--- src/rtl/core/smp_pkg.sv ---
// Package for the skinning matrix palette: widths, constants, controller
// command and status types and the Q3.12 round/saturate helper. No dependencies.
`default_nettype none
package smp_pkg;
  localparam int unsigned ElemW = 16;
  localparam int unsigned RowW = 64;
  localparam int unsigned IdxW = 8;
  localparam int unsigned CfgIdxW = 2;
  localparam int unsigned AccW = 35;
  localparam int unsigned MaxBonesDefault = 256;

  localparam logic [RowW-1:0] InvRow0Rst = 64'h0000_0000_0000_1000;
  localparam logic [RowW-1:0] InvRow1Rst = 64'h0000_0000_1000_0000;
  localparam logic [RowW-1:0] InvRow2Rst = 64'h0000_1000_0000_0000;
  localparam logic [RowW-1:0] InvRow3Rst = 64'h1000_0000_0000_0000;

  typedef enum logic [2:0] {
    ST_IDLE, ST_LOAD, ST_MUL, ST_OUT
  } state_e;

  // Which product the datapath is forming.
  typedef enum logic [1:0] {
    PH_GLOBAL, PH_INVG, PH_SKIN
  } phase_e;

  typedef struct packed {
    logic   capture;   // take input item and read parent row 0
    logic   rd_next;   // load next parent row from RAM
    logic   mac;       // one multiply-accumulate step
    phase_e phase;
    logic [1:0] row;   // output row i
    logic [1:0] k;     // inner index
    logic   clear;     // start new accumulation
    logic   store;     // round and write row result
    logic   publish;   // move results to output register
  } smp_cmd_t;

  typedef struct packed {
    logic root;
    logic out_busy;
  } smp_sts_t;

  function automatic logic [ElemW-1:0] round_sat(input logic signed [AccW-1:0] acc);
    logic signed [AccW-1:0] q;
    q = (acc + AccW'(2048)) >>> 12;
    if (q > AccW'(32767)) return 16'h7fff;
    else if (q < -AccW'(32768)) return 16'h8000;
    else return q[ElemW-1:0];
  endfunction
endpackage
`default_nettype wire

--- src/rtl/core/smp_ctrl.sv ---
// Controller for the skinning matrix palette: sequences the matrix products
// (three, or two for a root bone) and the handshakes. Uses smp_pkg.
`default_nettype none
module smp_ctrl import smp_pkg::*; (
  input  wire logic clk_i,
  input  wire logic rst_ni,
  input  wire logic in_valid_i,
  output logic      in_stall_o,
  input  wire smp_sts_t sts_i,
  output smp_cmd_t  cmd_o
);
  state_e state_q, state_d;
  phase_e phase_q, phase_d;
  logic [1:0] row_q, row_d, k_q, k_d, ld_q, ld_d;

  always_ff @(posedge clk_i or negedge rst_ni) begin
    if (!rst_ni) begin
      state_q <= ST_IDLE;
      phase_q <= PH_GLOBAL;
      row_q <= '0;
      k_q <= '0;
      ld_q <= '0;
    end else begin
      state_q <= state_d;
      phase_q <= phase_d;
      row_q <= row_d;
      k_q <= k_d;
      ld_q <= ld_d;
    end
  end

  always_comb begin
    state_d = state_q;
    phase_d = phase_q;
    row_d = row_q;
    k_d = k_q;
    ld_d = ld_q;
    cmd_o = '0;
    cmd_o.phase = phase_q;
    cmd_o.row = row_q;
    cmd_o.k = k_q;
    in_stall_o = 1'b1;
    unique case (state_q)
      ST_IDLE: begin
        in_stall_o = 1'b0;
        if (in_valid_i) begin
          cmd_o.capture = 1'b1;
          ld_d = '0;
          row_d = '0;
          k_d = '0;
          state_d = ST_LOAD;
        end
      end
      ST_LOAD: begin
        // Parent rows arrive one per cycle from the RAM read register.
        cmd_o.rd_next = 1'b1;
        cmd_o.row = ld_q;
        ld_d = ld_q + 2'd1;
        if (ld_q == 2'd3) begin
          state_d = ST_MUL;
          phase_d = sts_i.root ? PH_INVG : PH_GLOBAL;
        end
      end
      ST_MUL: begin
        cmd_o.mac = 1'b1;
        cmd_o.clear = (k_q == 2'd0);
        cmd_o.store = (k_q == 2'd3);
        k_d = k_q + 2'd1;
        if (k_q == 2'd3) begin
          row_d = row_q + 2'd1;
          if (row_q == 2'd3) begin
            unique case (phase_q)
              PH_GLOBAL: phase_d = PH_INVG;
              PH_INVG:   phase_d = PH_SKIN;
              default:   state_d = ST_OUT;
            endcase
          end
        end
      end
      ST_OUT: begin
        if (!sts_i.out_busy) begin
          cmd_o.publish = 1'b1;
          state_d = ST_IDLE;
        end
      end
      default: state_d = ST_IDLE;
    endcase
  end

`ifndef SYNTH
  a_mac_only_mul: assert property (@(posedge clk_i) disable iff (!rst_ni)
    cmd_o.mac |-> state_q == ST_MUL) else $error("mac outside compute");
  a_capture_idle: assert property (@(posedge clk_i) disable iff (!rst_ni)
    cmd_o.capture |=> state_q == ST_LOAD) else $error("capture without load");
  a_publish_free: assert property (@(posedge clk_i) disable iff (!rst_ni)
    cmd_o.publish |-> !sts_i.out_busy) else $error("publish onto busy output");
`endif
endmodule
`default_nettype wire

--- config.mk ---
export PLATFORM = sky130hd
export DESIGN_NAME = smp_ctrl
export DESIGN_NICKNAME = d
export VERILOG_FILES = /design/src/rtl/core/smp_pkg.sv /design/src/rtl/core/smp_ctrl.sv
export SDC_FILE = /design/constraint.sdc
export NUM_CORES = 1
export LEC_CHECK = 0
export ABC_AREA = 1
export BUFFER_PORTS_ARGS = -buffer_cell sky130_fd_sc_hd__buf_2
export CAP_MARGIN = 25
export CORE_MARGIN = 2
export CORE_UTILIZATION = 40
export DETAILED_ROUTE_END_ITERATION = 10
export HOLD_SLACK_MARGIN = 0.05
export PLACE_DENSITY = 0.73
export SLEW_MARGIN = 20
export SYNTH_ARGS = -nofsm -noshare
export SYNTH_HDL_FRONTEND = slang
export SYNTH_SLANG_ARGS = --single-unit
export TNS_END_PERCENT = 10
--- constraint.sdc ---
create_clock -name clk_i -period 1.75 [get_ports clk_i]
set_input_delay 0.175 -clock clk_i [delete_from_list [all_inputs] [get_ports clk_i]]
set_output_delay 0.175 -clock clk_i [all_outputs]
set_load 0.005 [all_outputs]
==> impl_metrics.py <==
metrics = {
    "cells_and_area": {
        "finalInstanceArea_um2": 873.3,
        "fill_cells": 166,
        "fin_util": 0.5114,
        "drive_gt1_frac": 0.2500,
        "syn2layout_area_growth_pct": 20.97,
        "diodes": 0,
        "nets": 135,
    },
    "global_routing": {
        "globalRouteOverflowTotal": 0,
        "grt_max_degree": 11,
        "antenna_found_initial": 0,
        "grt_pass1_vias": 601,
        "grt_pass1_wl_um": 2477,
        "grt_use_total": 0.1684,
    },
    "timing": {
        "post-route-min-period_ns": 1.622,
        "fin_ws_ns": 0.1282,
        "setup_viol": 0,
        "max_slew_margin": 0.7804,
        "fmax_ghz": 0.6166,
        "fin_worst_skew_ns": 0.001925,
        "fin_crit_sh": 0.9268,
        "fin_setup_tns_ns": 0,
        "whs_ns": 0.2416,
        "worst_pin_slew_ns": 0.3294,
        "final_hold_viol_count": 0,
        "drv_slew": 0,
        "rsz0062_at_grt": "false",
    },
    "die": {
        "die_x_um": 46.49,
        "start_util": 0.4227,
        "core.rowCount": 15,
        "boundaryPins": 18,
        "core_area_um2": 1708,
        "die_area_um2": 2161,
        "die_h_um": 46.49,
    },
    "setup_path": {
        "cp-start-kind": "flip-flop",
        "critPathArrivalTime_ns": 1.45,
        "crit_family": "flip-flops",
        "crit_chain": "inv_1 > ha_1 > inv_2 > nor2_1 > a21oi_1 > buf_2",
        "criticalPathCategory": "reg -> out",
        "critPathMaxStageDelay_ns": 0.43,
        "end_kind": "primary output",
        "critical_path.slowest_cell": "dfrtp_1",
        "cp.buffers_inverters": 3,
        "path_max_fanout": 6,
        "worstPathRequired_ns": 1.57,
    },
    "synth": {
        "ys_warn_count": 0,
        "synth-edff-count": 0,
        "synth_flop_cell": "dfrtp_1",
        "synth_area_leaders": "dfrtp_1, ha_1, nand2_1",
        "synthMuxAreaShare": 0,
        "synth_common_cells": "nand2_1, inv_1, dfrtp_1, ha_1, o21ai_0",
        "synth_xor_xnor_area_share": 0,
        "yosysSeqAreaShare": 0.3466,
        "ys_seq_elements": 10,
        "synthSimpleGateAreaFrac": 0.2686,
        "async_reset_ff_frac": 1.000,
        "post_synth.cell_area_avg_um2": 7.292,
        "yosysMostFrequentCell": "nand2_1",
        "syn_area_um2": 721.9,
        "syn-num-nets": 113,
        "yosysTopAreaCell": "dfrtp_1",
        "ys_types": 15,
        "synth_top_family_by_area": "simple AND/OR/NAND/NOR gates",
        "synth_fa_ha_area_frac": 0.1560,
        "syn-instance-count": 99,
        "yosysTopAreaCellShare": 0.3466,
        "synth-compound-area-share": 0.09879,
    },
    "clock_network": {
        "clockBufferDepth": 2,
        "cts_made_buffers": 3,
        "insertion_delay_ns": 0.27,
        "htree_levels": 1,
        "post_cts_resized": 0,
        "clock-sinks": 10,
        "cts_tree": "built",
        "cts-root-buf": "clkbuf_4",
        "path_clk_slew_ns": 0.07,
    },
    "drt": {
        "drt_iter0_markers": 16,
        "drc": 0,
        "first_pass_iters": 4,
        "drt.antenna.violating_nets": 0,
        "vias": 656,
        "route.met2.wl_um": 689,
        "wl_per_cell_um": 10.26,
        "wl_met1_um": 643,
        "vias_per_cell": 4.524,
        "highest_layer": "met4",
        "met3_length_um": 96,
        "drt-total-wl_um": 1488,
    },
    "placement": {
        "gp_congestion": 0.7717,
        "portBuffers": 17,
        "placed_area_um2": 827.0,
        "dp_hpwl_um": 1198,
        "pre_cts_ws_ns": 0.3339,
    },
    "min_path": {
        "min_path_type": "in -> reg",
    },
    "power_and_ir_drop": {
        "leakage_nw": 0.5037,
        "peakVddDrop_mv": 0.8702,
        "p_per_area_nw_per_um2": 1766,
    },
    "run": {
        "maxCapViolCount": 0,
    },
    "status": {
        "status": "completed",
    },
}
cell usage in the layout, fill, tap and decap left out, drive strengths merged:
cell type	count
dlygate4sd3	1
nor2	5
ha	9
a21oi	1
clkbuf	4
o211ai	1
inv	22
o21ai	11
nand3	7
nand2	32
dfrtp	10
buf	17
through the flow:
stage / power [W] / cells
finish: 0.001542 / 145
global route: 0.001726 / 145
global placement: 0.001303 / 140
CTS: 0.001556 / 145
detailed placement: 0.001337 / 140
floorplan: 0.001084 / 99
cells by family after synthesis:
kind of cell / after synthesis
AOI/OAI and AO/OA: 13
adders and majority gates: 9
buffers and inverters: 23
and+or+nand+nor: 44
DFF: 10
path summary, 6_finish.rpt:
kind | startpoint | end | slack [ns] | cells past startpoint
min reg2reg | row_q[0] | row_q[0] | 0.53 | 2
max in group asynchronous | rst_ni | phase_q[1] | 1.26 | 2
min | sts_i[1] | phase_q[0] | 0.24 | 5
max | state_q[1] | cmd_o[5] | 0.13 | 6
max reg2reg | state_q[0] | k_q[1] | 0.33 | 5
min in group asynchronous | rst_ni | row_q[1] | 0.29 | 2
layer usage:
metal	vias to the layer above	GRT usage
met5	-	0
met1	285	0.2014
met2	23	0.2639
met4	0	0.1200
met3	5	0.03529
li1	343	-
repair_timing:
action / CTS / global route
hold buffers: 1 / 0
hold endpoints to repair: 10 / 0
endpoints found under the setup margin: 0 / 0
buffers inserted: 0 / 0
worst register-to-register path: stages, from the launching register on:
cell and delay [ns]:
dfrtp_1 0.41, inv_1 0.11, ha_1 0.36, inv_1 0.10
o21ai_0 0.20, o21ai_0 0.12
layout make-up:
| type | instances | area [µm²] | share of cell area |
|---|---|---|---|
| multi-input combinational | 66 | 377.9 | 0.4327 |
| sequential | 10 | 250.2 | 0.2865 |
| timing repair buffer | 18 | 95.09 | 0.1089 |
| inverter | 22 | 82.58 | 0.09456 |
| clock buffer | 4 | 36.28 | 0.04155 |
| tap | 25 | 31.28 | 0.03582 |
power by group:
part | total, W | switching [W] | internal, W | leakage (nW)
clock | 0.000215 | 0.0000883 | 0.000127 | 0.0210
sequential | 0.000417 | 0.0000883 | 0.000328 | 0.129
combinational | 0.000911 | 0.000555 | 0.000356 | 0.353
registers in the layout, summed over array words and instances (netlist names):
register,count
state_q,2
row_q,2
k_q,2
phase_q,2
ld_q,2
No activity file was read; power rests on OpenSTA's default activity.
